$ cat config.mk
export PLATFORM = sky130hd
export DESIGN_NAME = saturating_q16_soft_logic_alu_flat
export DESIGN_NICKNAME = d
export VERILOG_FILES = /design/src/design/sq16_pkg.sv /design/src/design/sq16_if.sv /design/src/design/sq16_front.sv /design/src/design/sq16_div_stage.sv /design/src/design/sq16_resolve.sv /design/src/design/saturating_q16_soft_logic_alu.sv /design/src/flat_wrapper.sv
export SDC_FILE = /design/constraint.sdc
export NUM_CORES = 2
export LEC_CHECK = 0
export BUFFER_PORTS_ARGS = -buffer_cell sky130_fd_sc_hd__buf_2
export CAP_MARGIN = 5
export CORE_AREA = 5 5 334 336
export CTS_CLUSTER_SIZE = 14
export DETAILED_ROUTE_END_ITERATION = 8
export DIE_AREA = 0 0 339 341
export PLACE_DENSITY = 0.57
export SLEW_MARGIN = 20
export SYNTH_ARGS = -nofsm -noshare
export SYNTH_HDL_FRONTEND = slang
export SYNTH_HIERARCHICAL = 1
export SYNTH_SLANG_ARGS = --single-unit
$ cat constraint.sdc
create_clock -name clk -period 16.4 [get_ports clk]
set_clock_uncertainty 0.15 [all_clocks]
set_input_delay 3.28 -clock clk [delete_from_list [all_inputs] [get_ports clk]]
set_output_delay 3.28 -clock clk [all_outputs]
set_load 0.02 [all_outputs]
$ cat src/design/sq16_pkg.sv
// ----------------------------------------------------------------------------
// sq16_pkg: shared types and constants of the saturating Q0.16 ALU
// Opcode encoding, the per-stage transaction record and the sizing of the
// pipelined fractional divider.
// ----------------------------------------------------------------------------
`default_nettype none

package sq16_pkg;

  localparam int unsigned QW = 16;
  localparam logic [QW-1:0] Q_MAX = 16'hFFFF;

  // The divider resolves this many quotient bits in each pipeline stage.
  localparam int unsigned DIV_BITS_PER_STAGE = 4;
  localparam int unsigned DIV_STAGES = QW / DIV_BITS_PER_STAGE;

  typedef enum logic [2:0] {
    OP_ADD = 3'd0,
    OP_SUB = 3'd1,
    OP_MUL = 3'd2,
    OP_DIV = 3'd3,
    OP_XOR = 3'd4,
    OP_NOT = 3'd5,
    OP_ABS = 3'd6
  } op_t;

  // One transaction as it travels down the pipeline.
  typedef struct packed {
    op_t           op;
    logic [QW-1:0] divisor;
    logic [QW-1:0] rem;
    logic [QW-1:0] quo;
    logic [QW-1:0] res;     // finished result, or first soft-xor product
    logic [QW-1:0] xa;      // second soft-xor product
    logic          dz;
    logic          sat;     // quotient overflows 16 bits
  } sq16_item_t;

endpackage

`default_nettype wire

$ cat src/design/sq16_if.sv
// ----------------------------------------------------------------------------
// sq16 channel interfaces
// Valid/ready channels for the request and result transactions.
// ----------------------------------------------------------------------------
`default_nettype none

interface sq16_in_if;
  logic        valid;
  logic        ready;
  logic [2:0]  req_type;
  logic [15:0] operand_a;
  logic [15:0] operand_b;

  modport source (output valid, req_type, operand_a, operand_b, input ready);
  modport sink   (input valid, req_type, operand_a, operand_b, output ready);
endinterface

interface sq16_out_if;
  logic        valid;
  logic        ready;
  logic [15:0] result_value;
  logic        divide_by_zero;

  modport source (output valid, result_value, divide_by_zero, input ready);
  modport sink   (input valid, result_value, divide_by_zero, output ready);
endinterface

`default_nettype wire

$ cat src/design/sq16_front.sv
// ----------------------------------------------------------------------------
// sq16_front: first pipeline stage
// Decodes the opcode, runs both multipliers and finishes the simple
// operations; seeds the divider.
// ----------------------------------------------------------------------------
`default_nettype none

module sq16_front (
  input  wire logic                clk,
  input  wire logic                rst_n,
  input  wire logic                up_valid,
  output logic                     up_ready,
  input  wire logic [2:0]          up_op,
  input  wire logic [15:0]         up_a,
  input  wire logic [15:0]         up_b,
  output logic                     dn_valid,
  input  wire logic                dn_ready,
  output sq16_pkg::sq16_item_t     dn_item
);
  import sq16_pkg::*;

  logic       valid_r;
  sq16_item_t item_r, item_nxt;
  logic       en;
  op_t        op;
  logic [QW-1:0]   na, nb, mb;
  logic [2*QW-1:0] prod1, prod2;
  logic [QW:0]     sum;

  assign en       = !valid_r || dn_ready;
  assign up_ready = en;
  assign dn_valid = valid_r;
  assign dn_item  = item_r;

  always_comb begin
    op    = op_t'(up_op);
    na    = ~up_a;
    nb    = ~up_b;
    mb    = (op == OP_XOR) ? nb : up_b;
    prod1 = up_a * mb;
    prod2 = up_b * na;
    sum   = {1'b0, up_a} + {1'b0, up_b};

    item_nxt         = '0;
    item_nxt.op      = op;
    item_nxt.divisor = up_b;
    item_nxt.rem     = up_a;
    item_nxt.xa      = prod2[2*QW-1:QW];
    item_nxt.dz      = (op == OP_DIV) && (up_b == '0);
    item_nxt.sat     = (up_a >= up_b);
    case (op)
      OP_ADD:  item_nxt.res = sum[QW] ? Q_MAX : sum[QW-1:0];
      OP_SUB:  item_nxt.res = (up_a >= up_b) ? up_a - up_b : '0;
      OP_MUL:  item_nxt.res = prod1[2*QW-1:QW];
      OP_XOR:  item_nxt.res = prod1[2*QW-1:QW];
      OP_NOT:  item_nxt.res = na;
      OP_ABS:  item_nxt.res = (up_b > up_a) ? up_b - up_a : up_a - up_b;
      default: item_nxt.res = '0;
    endcase
  end

  always_ff @(posedge clk) begin
    if (!rst_n) begin
      valid_r <= 1'b0;
    end else if (en) begin
      valid_r <= up_valid;
    end
  end

  always_ff @(posedge clk) begin
    if (en && up_valid) begin
      item_r <= item_nxt;
    end
  end

endmodule

`default_nettype wire

$ cat src/design/sq16_div_stage.sv
// ----------------------------------------------------------------------------
// sq16_div_stage: one stage of the restoring fractional divider
// Resolves DIV_BITS_PER_STAGE quotient bits of (a << 16) / b and passes the
// rest of the transaction through unchanged.
// ----------------------------------------------------------------------------
`default_nettype none

module sq16_div_stage (
  input  wire logic                clk,
  input  wire logic                rst_n,
  input  wire logic                up_valid,
  output logic                     up_ready,
  input  wire sq16_pkg::sq16_item_t up_item,
  output logic                     dn_valid,
  input  wire logic                dn_ready,
  output sq16_pkg::sq16_item_t     dn_item
);
  import sq16_pkg::*;

  logic       valid_r;
  sq16_item_t item_r, item_nxt;
  logic       en;
  logic [QW:0] shifted;

  assign en       = !valid_r || dn_ready;
  assign up_ready = en;
  assign dn_valid = valid_r;
  assign dn_item  = item_r;

  // The dividend's low half is all zeros, so each step shifts in a zero.
  // While a < b the remainder stays below the divisor and fits 16 bits.
  always_comb begin
    item_nxt = up_item;
    shifted  = '0;
    for (int i = 0; i < DIV_BITS_PER_STAGE; i++) begin
      shifted = {item_nxt.rem, 1'b0};
      if (shifted >= {1'b0, item_nxt.divisor}) begin
        shifted      = shifted - {1'b0, item_nxt.divisor};
        item_nxt.quo = {item_nxt.quo[QW-2:0], 1'b1};
      end else begin
        item_nxt.quo = {item_nxt.quo[QW-2:0], 1'b0};
      end
      item_nxt.rem = shifted[QW-1:0];
    end
  end

  always_ff @(posedge clk) begin
    if (!rst_n) begin
      valid_r <= 1'b0;
    end else if (en) begin
      valid_r <= up_valid;
    end
  end

  always_ff @(posedge clk) begin
    if (en && up_valid) begin
      item_r <= item_nxt;
    end
  end

endmodule

`default_nettype wire

$ cat src/design/sq16_resolve.sv
// ----------------------------------------------------------------------------
// sq16_resolve: last pipeline stage and output register
// Saturates the quotient, finishes the soft-xor sum and drives the result.
// ----------------------------------------------------------------------------
`default_nettype none

module sq16_resolve (
  input  wire logic                clk,
  input  wire logic                rst_n,
  input  wire logic                up_valid,
  output logic                     up_ready,
  input  wire sq16_pkg::sq16_item_t up_item,
  output logic                     dn_valid,
  input  wire logic                dn_ready,
  output logic [15:0]              dn_value,
  output logic                     dn_dz
);
  import sq16_pkg::*;

  logic          valid_r;
  logic [QW-1:0] value_r, value_nxt;
  logic          dz_r;
  logic          en;
  logic [QW:0]   sum;

  assign en       = !valid_r || dn_ready;
  assign up_ready = en;
  assign dn_valid = valid_r;
  assign dn_value = value_r;
  assign dn_dz    = dz_r;

  always_comb begin
    sum = {1'b0, up_item.res} + {1'b0, up_item.xa};
    case (up_item.op)
      OP_DIV:  value_nxt = (up_item.dz || up_item.sat) ? Q_MAX : up_item.quo;
      OP_XOR:  value_nxt = sum[QW] ? Q_MAX : sum[QW-1:0];
      default: value_nxt = up_item.res;
    endcase
  end

  always_ff @(posedge clk) begin
    if (!rst_n) begin
      valid_r <= 1'b0;
    end else if (en) begin
      valid_r <= up_valid;
    end
  end

  always_ff @(posedge clk) begin
    if (en && up_valid) begin
      value_r <= value_nxt;
      dz_r    <= up_item.dz;
    end
  end

endmodule

`default_nettype wire

$ cat src/design/saturating_q16_soft_logic_alu.sv
// ----------------------------------------------------------------------------
// saturating_q16_soft_logic_alu: pipelined unsigned Q0.16 soft-logic ALU
// Saturating add/sub/mul/div, soft xor, soft not and absolute difference.
// ----------------------------------------------------------------------------
// Usage:
//   in_ch carries one request per transaction (req_type, operand_a,
//   operand_b); out_ch returns one transaction per request, in order, with
//   result_value and divide_by_zero.
//   The pipeline has six register stages: operand decode and the two 16x16
//   multipliers, four divider stages of four quotient bits each, and the
//   output register. Throughput is one transaction per cycle while out_ch
//   is not stalled; the divider stage depth sets the latency, not the
//   rate.
//   Each stage holds its transaction while the stage after it is full and
//   stalled, so a stall on out_ch backs up stage by stage; empty stages
//   still fill, and in_ch.ready drops only when every stage is occupied.
//   A divide by zero returns 0xFFFF with divide_by_zero set.
//   Synchronous reset empties the pipeline; there is no other state.
// ----------------------------------------------------------------------------
`default_nettype none

module saturating_q16_soft_logic_alu (
  input  wire logic  clk,
  input  wire logic  rst_n,
  sq16_in_if.sink    in_ch,
  sq16_out_if.source out_ch
);
  import sq16_pkg::*;

  logic       stg_valid [0:DIV_STAGES];
  logic       stg_ready [0:DIV_STAGES];
  sq16_item_t stg_item  [0:DIV_STAGES];

  sq16_front u_front (
    .clk      (clk),
    .rst_n    (rst_n),
    .up_valid (in_ch.valid),
    .up_ready (in_ch.ready),
    .up_op    (in_ch.req_type),
    .up_a     (in_ch.operand_a),
    .up_b     (in_ch.operand_b),
    .dn_valid (stg_valid[0]),
    .dn_ready (stg_ready[0]),
    .dn_item  (stg_item[0])
  );

  for (genvar g = 0; g < DIV_STAGES; g++) begin : g_div
    sq16_div_stage u_div (
      .clk      (clk),
      .rst_n    (rst_n),
      .up_valid (stg_valid[g]),
      .up_ready (stg_ready[g]),
      .up_item  (stg_item[g]),
      .dn_valid (stg_valid[g+1]),
      .dn_ready (stg_ready[g+1]),
      .dn_item  (stg_item[g+1])
    );
  end

  sq16_resolve u_resolve (
    .clk      (clk),
    .rst_n    (rst_n),
    .up_valid (stg_valid[DIV_STAGES]),
    .up_ready (stg_ready[DIV_STAGES]),
    .up_item  (stg_item[DIV_STAGES]),
    .dn_valid (out_ch.valid),
    .dn_ready (out_ch.ready),
    .dn_value (out_ch.result_value),
    .dn_dz    (out_ch.divide_by_zero)
  );

  // A flagged division always reports the saturated value.
  assert property (@(posedge clk) disable iff (!rst_n)
    out_ch.valid && out_ch.divide_by_zero |-> out_ch.result_value == Q_MAX)
    else $error("divide_by_zero set without saturated result");

  // The flag is only ever raised for a division.
  assert property (@(posedge clk) disable iff (!rst_n)
    stg_valid[DIV_STAGES] && stg_item[DIV_STAGES].dz |->
      stg_item[DIV_STAGES].op == OP_DIV && stg_item[DIV_STAGES].divisor == '0)
    else $error("divide_by_zero carried by a non-division transaction");

  // Reset empties the pipeline.
  assert property (@(posedge clk) $past(!rst_n) |-> !out_ch.valid)
    else $error("result valid right after reset");

endmodule

`default_nettype wire

$ cat src/flat_wrapper.sv
// flat-port wrapper written by rule: the top's interface ports become plain ports
module saturating_q16_soft_logic_alu_flat import sq16_pkg::*;
  (clk, rst_n, in_ch_valid, in_ch_req_type, in_ch_operand_a, in_ch_operand_b, in_ch_ready, out_ch_valid, out_ch_result_value, out_ch_divide_by_zero, out_ch_ready);
  sq16_in_if in_ch_i ();
  sq16_out_if out_ch_i ();
  input  wire logic clk;
  input  wire logic rst_n;
  input wire logic [$bits(in_ch_i.valid)-1:0] in_ch_valid;
  input wire logic [$bits(in_ch_i.req_type)-1:0] in_ch_req_type;
  input wire logic [$bits(in_ch_i.operand_a)-1:0] in_ch_operand_a;
  input wire logic [$bits(in_ch_i.operand_b)-1:0] in_ch_operand_b;
  output wire logic [$bits(in_ch_i.ready)-1:0] in_ch_ready;
  output wire logic [$bits(out_ch_i.valid)-1:0] out_ch_valid;
  output wire logic [$bits(out_ch_i.result_value)-1:0] out_ch_result_value;
  output wire logic [$bits(out_ch_i.divide_by_zero)-1:0] out_ch_divide_by_zero;
  input wire logic [$bits(out_ch_i.ready)-1:0] out_ch_ready;
  assign in_ch_i.valid = in_ch_valid;
  assign in_ch_i.req_type = in_ch_req_type;
  assign in_ch_i.operand_a = in_ch_operand_a;
  assign in_ch_i.operand_b = in_ch_operand_b;
  assign in_ch_ready = in_ch_i.ready;
  assign out_ch_valid = out_ch_i.valid;
  assign out_ch_result_value = out_ch_i.result_value;
  assign out_ch_divide_by_zero = out_ch_i.divide_by_zero;
  assign out_ch_i.ready = out_ch_ready;
  saturating_q16_soft_logic_alu u_core (.clk(clk), .rst_n(rst_n), .in_ch(in_ch_i), .out_ch(out_ch_i));
endmodule
# Yosys cells after proc, flatten, opt, wreduce, memory -nomap -nowiden
# Cells that the tools add are included.
# classes
add_sub_neg	19
multipliers	2
magnitude_cmp	18
eq_ne	8
muxes	39
bitwise	2
n_reduce_logical	23
# ops
operator	n
$mux 16	21
$ge 17x16->1	16
$sub 16x16->16	17
$pmux 16 s5	1
$mul 16x16->32	2
$add 16x16->17	2
$not 16->16	2
$pmux 16 s2	1
$ge 16x16->1	1
$gt 16x16->1	1
$logic_not 16->1	1
$mux 1	16
$eq 3x3->1 const B	4
$eq 3x2->1 const B	3
$logic_and 1x1->1	7
$logic_or 1x1->1	7
$logic_not 1->1	6
$eq 3x1->1 const B	1
$logic_not 3->1	1
$reduce_or 2->1	1
# word_totals
regBits	376
inputBits	39
out_inout_bits	19
word_cells	159

# Logic depth before layout (Yosys ltp)
# depth
ltp_word	8
mapped_depth	46
mapped_depth_nobuf	40

# Modules after synthesis
# The synthesis kept the hierarchy.
# by_module_without_submodules
mod	n_inst	cells_per_inst	area_per_inst_um2	seq_area_each_um2
sq16_front	1	2459	21399.3	2092.0
sq16_div_stage (u_core.g_div[0].u_div ...)	3	578	6246.0	2572.5
sq16_div_stage (u_core.g_div[1].u_div)	1	611	6551.3	2572.5
sq16_resolve	1	189	1711.6	530.5

# Worst setup path after synthesis
# No wires, ideal clock.
# synth_timing
kind	input to register
start	input port in_ch_req_type[2]
end	register u_core.u_front.item_r, in the netlist u_core/u_front/dn_item[22] (data pin)
setup_time_ns	0.272
arrival_ns	10.087
t_required_ns	15.978
slack_ns	5.891
stages	25
n_path_buf	4
path_cell_list	buf_2 nor3b_2 buf_1 buf_2 xnor2_1 clkbuf_1 nand2_1 fa_1 fa_1 fa_1 fa_1 inv_1 fa_1 inv_1 fa_1 inv_1 ha_1 and4_1 a22o_1 o211ai_1 o211ai_1 o21ai_2 nor3b_1 nor3_1 or4_1
# synth_rtl
element	line_no	text
start, declared	flat_wrapper.sv:9	input wire logic [$bits(in_ch_i.req_type)-1:0] in_ch_req_type;
end signal, assigned	sq16_front.sv:72	item_r <= item_nxt;
end, declared	sq16_front.sv:23	sq16_item_t item_r, item_nxt;

==> impl_metrics.py <==
metrics = {
    "placed_design": {
        "placed_cell_area_um2": 47900,
        "hpwl_mm": 103,
        "gp_congestion": 0.925,
        "io_buffers": 57,
    },
    "setup_path": {
        "r2r_slack_ps": 5000,
        "timing.rr.start": "u_core/u_front/dn_item[70]",
        "path_class": "reg2reg",
        "end_kind": "flop",
        "crit_path_top_delay_cell": "nor2_2",
        "cp_max_fo": 24,
        "critPathLaunchType": "flop",
        "required_ps": 16570,
        "rr_worst_depth": 36,
        "max_stage_delay_ps": 660,
        "arrival_ps": 11570,
        "rr_endpoint": "u_core/g_div[0].u_div/dn_item[62]",
    },
    "clock_network": {
        "postCtsSetupBuffers": 0,
        "clkLatencyLatePin_ps": 610,
        "h-tree-depth": 2,
        "ctsResizeCount": 0,
        "clk_pin_slew_worst_paths_ps": 60,
        "cts_tree": "done",
        "clockBufferDepth": 3,
        "numCtsBuffers": 42,
        "root_buffer": "clkbuf_16",
        "clock_sinks": 376,
        "hold_buffers": 0,
    },
    "grt": {
        "grt_pass1_wl_mm": 210,
        "grt_pass1_vias": 36246,
        "grt_max_degree": 63,
        "grtUsageTotal_pct": 23.0,
        "antenna_found_initial": 8,
        "overflow": 0,
    },
    "hold_path": {
        "hold_start": "u_core/u_front/dn_item[3]",
        "hold_end": "u_core/g_div[0].u_div/dn_item[3]",
        "hp-class": "reg2reg",
        "whs_path_depth": 0,
    },
    "detailed_routing": {
        "m1WireLength_mm": 60.3,
        "met3WireLength_mm": 8.24,
        "ant_nets": 0,
        "via_per_inst": 5.66,
        "drc_errors": 0,
        "firstDrtPassIters": 5,
        "met2_length_mm": 62.3,
        "wirelength_mm": 135,
        "top_layer_used": "met5",
        "post_drt_wl_per_cell_um": 21.4,
        "vias": 35651,
        "drt_first_iter_violations": 2361,
    },
    "synthesis": {
        "syn-mean-instance-area_um2": 9.49,
        "ys_warn_count": 6,
        "syn-cell-area_um2": 46100,
        "syn_nets": 5800,
        "synthCells": 4857,
    },
    "floorplanning": {
        "num_io_pins": 58,
        "die_x_um": 339,
        "rows": 121,
        "die_h_um": 341,
        "start_util_pct": 42.6,
        "core-area_um2": 108000,
        "die_area_um2": 116000,
    },
    "timing": {
        "timing.setup.tns_ps": 0,
        "setup_viol": 0,
        "max_freq_ghz": 0.0877,
        "hold_viol_final": 0,
        "rsz0062_at_grt": "false",
        "fin_crit_sh_pct": 69.5,
        "worstMarginPinSlew_ps": 1130,
        "period_needed_ps": 11400,
        "relSlewSlack_pct": 23.8,
        "slew_viol_final": 0,
    },
    "final_layout": {
        "antennaDiodeCount": 0,
        "stdcell_area_um2": 49300,
        "layout-drive-gt1-share_pct": 8.14,
        "area_growth_pct": 6.83,
        "regArea_um2": 11200,
        "multi_input_area_um2": 31900,
        "fillers": 10432,
        "nets": 5798,
        "fin_util_pct": 45.5,
    },
    "flow_run": {
        "maxCapViolations": 0,
    },
    "outcome": {
        "outcome": "completed",
    },
}
## per-layer routing
metal  track usage (%)  up-vias
met5                 0        -
met4              6.49        2
met1              31.6    17486
met3              2.90      217
li1                  -    16841
met2              38.4     1105
## worst max-delay path, delay by kind of cell, from the launching register on
kind	cells	cell delay (ps)
buf+inv	2	520
flops	1	360
compound gates	17	4110
simple gates	9	2790
mux	4	1680
fa+ha+maj	4	1520
## layout make-up
class                      instances  area share [%]
multi-input combinational       3704            64.8
tap                             1414            3.59
clock inverter                    24           0.503
inverter                         634            4.84
sequential                       376            22.8
timing repair buffer              97            1.19
clock buffer                      54            2.25
## metrics by stage
stage	cells	setup slack [ps]	hold slack, ps
floorplan	4857	5890	250
global placement	6225	5010	252
detailed placement	6225	5060	255
CTS	6303	5110	251
global route	6303	4240	263
finish	6303	5000	255
## how the worst max path moves through the flow
stage / from / to / slack, ps / depth (start not counted)
CTS: u_core/u_front/dn_item[70] / u_core/g_div[0].u_div/dn_item[62] / 5110 / 36
global route: u_core/u_front/dn_item[67] / u_core/g_div[0].u_div/dn_item[62] / 4240 / 36
global placement: in_ch_operand_b[9] / u_core/u_front/dn_item[29] / 5010 / 24
floorplan: in_ch_req_type[2] / u_core/u_front/dn_item[22] / 5890 / 25
detailed placement: in_ch_operand_b[9] / u_core/u_front/dn_item[29] / 5060 / 24
finish: u_core/u_front/dn_item[70] / u_core/g_div[0].u_div/dn_item[62] / 5000 / 36
## state kept, by name (all words and copies together) (netlist names)
register / count
u_core/g_div.u_div/dn_item: 284
u_core/u_front/dn_valid: 1
u_core/g_div.u_div/dn_valid: 4
u_core/u_resolve/dn_valid: 1
u_core/u_resolve/dn_value: 16
u_core/u_front/dn_item: 69
u_core/u_resolve/dn_dz: 1
## placed cells by master (no fill, tap or decap), drive strengths merged, types with 11 or more instances in the layout
| cell type | count |
|---|---|
| a2111oi | 13 |
| a211o | 17 |
| a211oi | 40 |
| a21boi | 12 |
| a21o | 119 |
| a21oi | 299 |
| a221oi | 11 |
| a31oi | 29 |
| and2 | 81 |
| and3 | 32 |
| buf | 97 |
| clkbuf | 54 |
| clkinv | 27 |
| edfxtp | 370 |
| fa | 394 |
| ha | 510 |
| inv | 626 |
| mux2 | 149 |
| mux2i | 23 |
| nand2 | 491 |
| nand2b | 56 |
| nand3 | 63 |
| nand4 | 38 |
| nor2 | 371 |
| nor2b | 29 |
| nor3 | 87 |
| nor4 | 18 |
| o2111ai | 20 |
| o211ai | 24 |
| o21a | 53 |
| o21ai | 183 |
| o21bai | 41 |
| o221ai | 13 |
| o22ai | 13 |
| o31ai | 21 |
| or2 | 17 |
| or3 | 16 |
| or4 | 13 |
| xnor2 | 197 |
| xor2 | 74 |
Power is left out: the tool's default activity adds up to more than one toggle a clock period on the data nets, which glitch-free logic cannot reach.
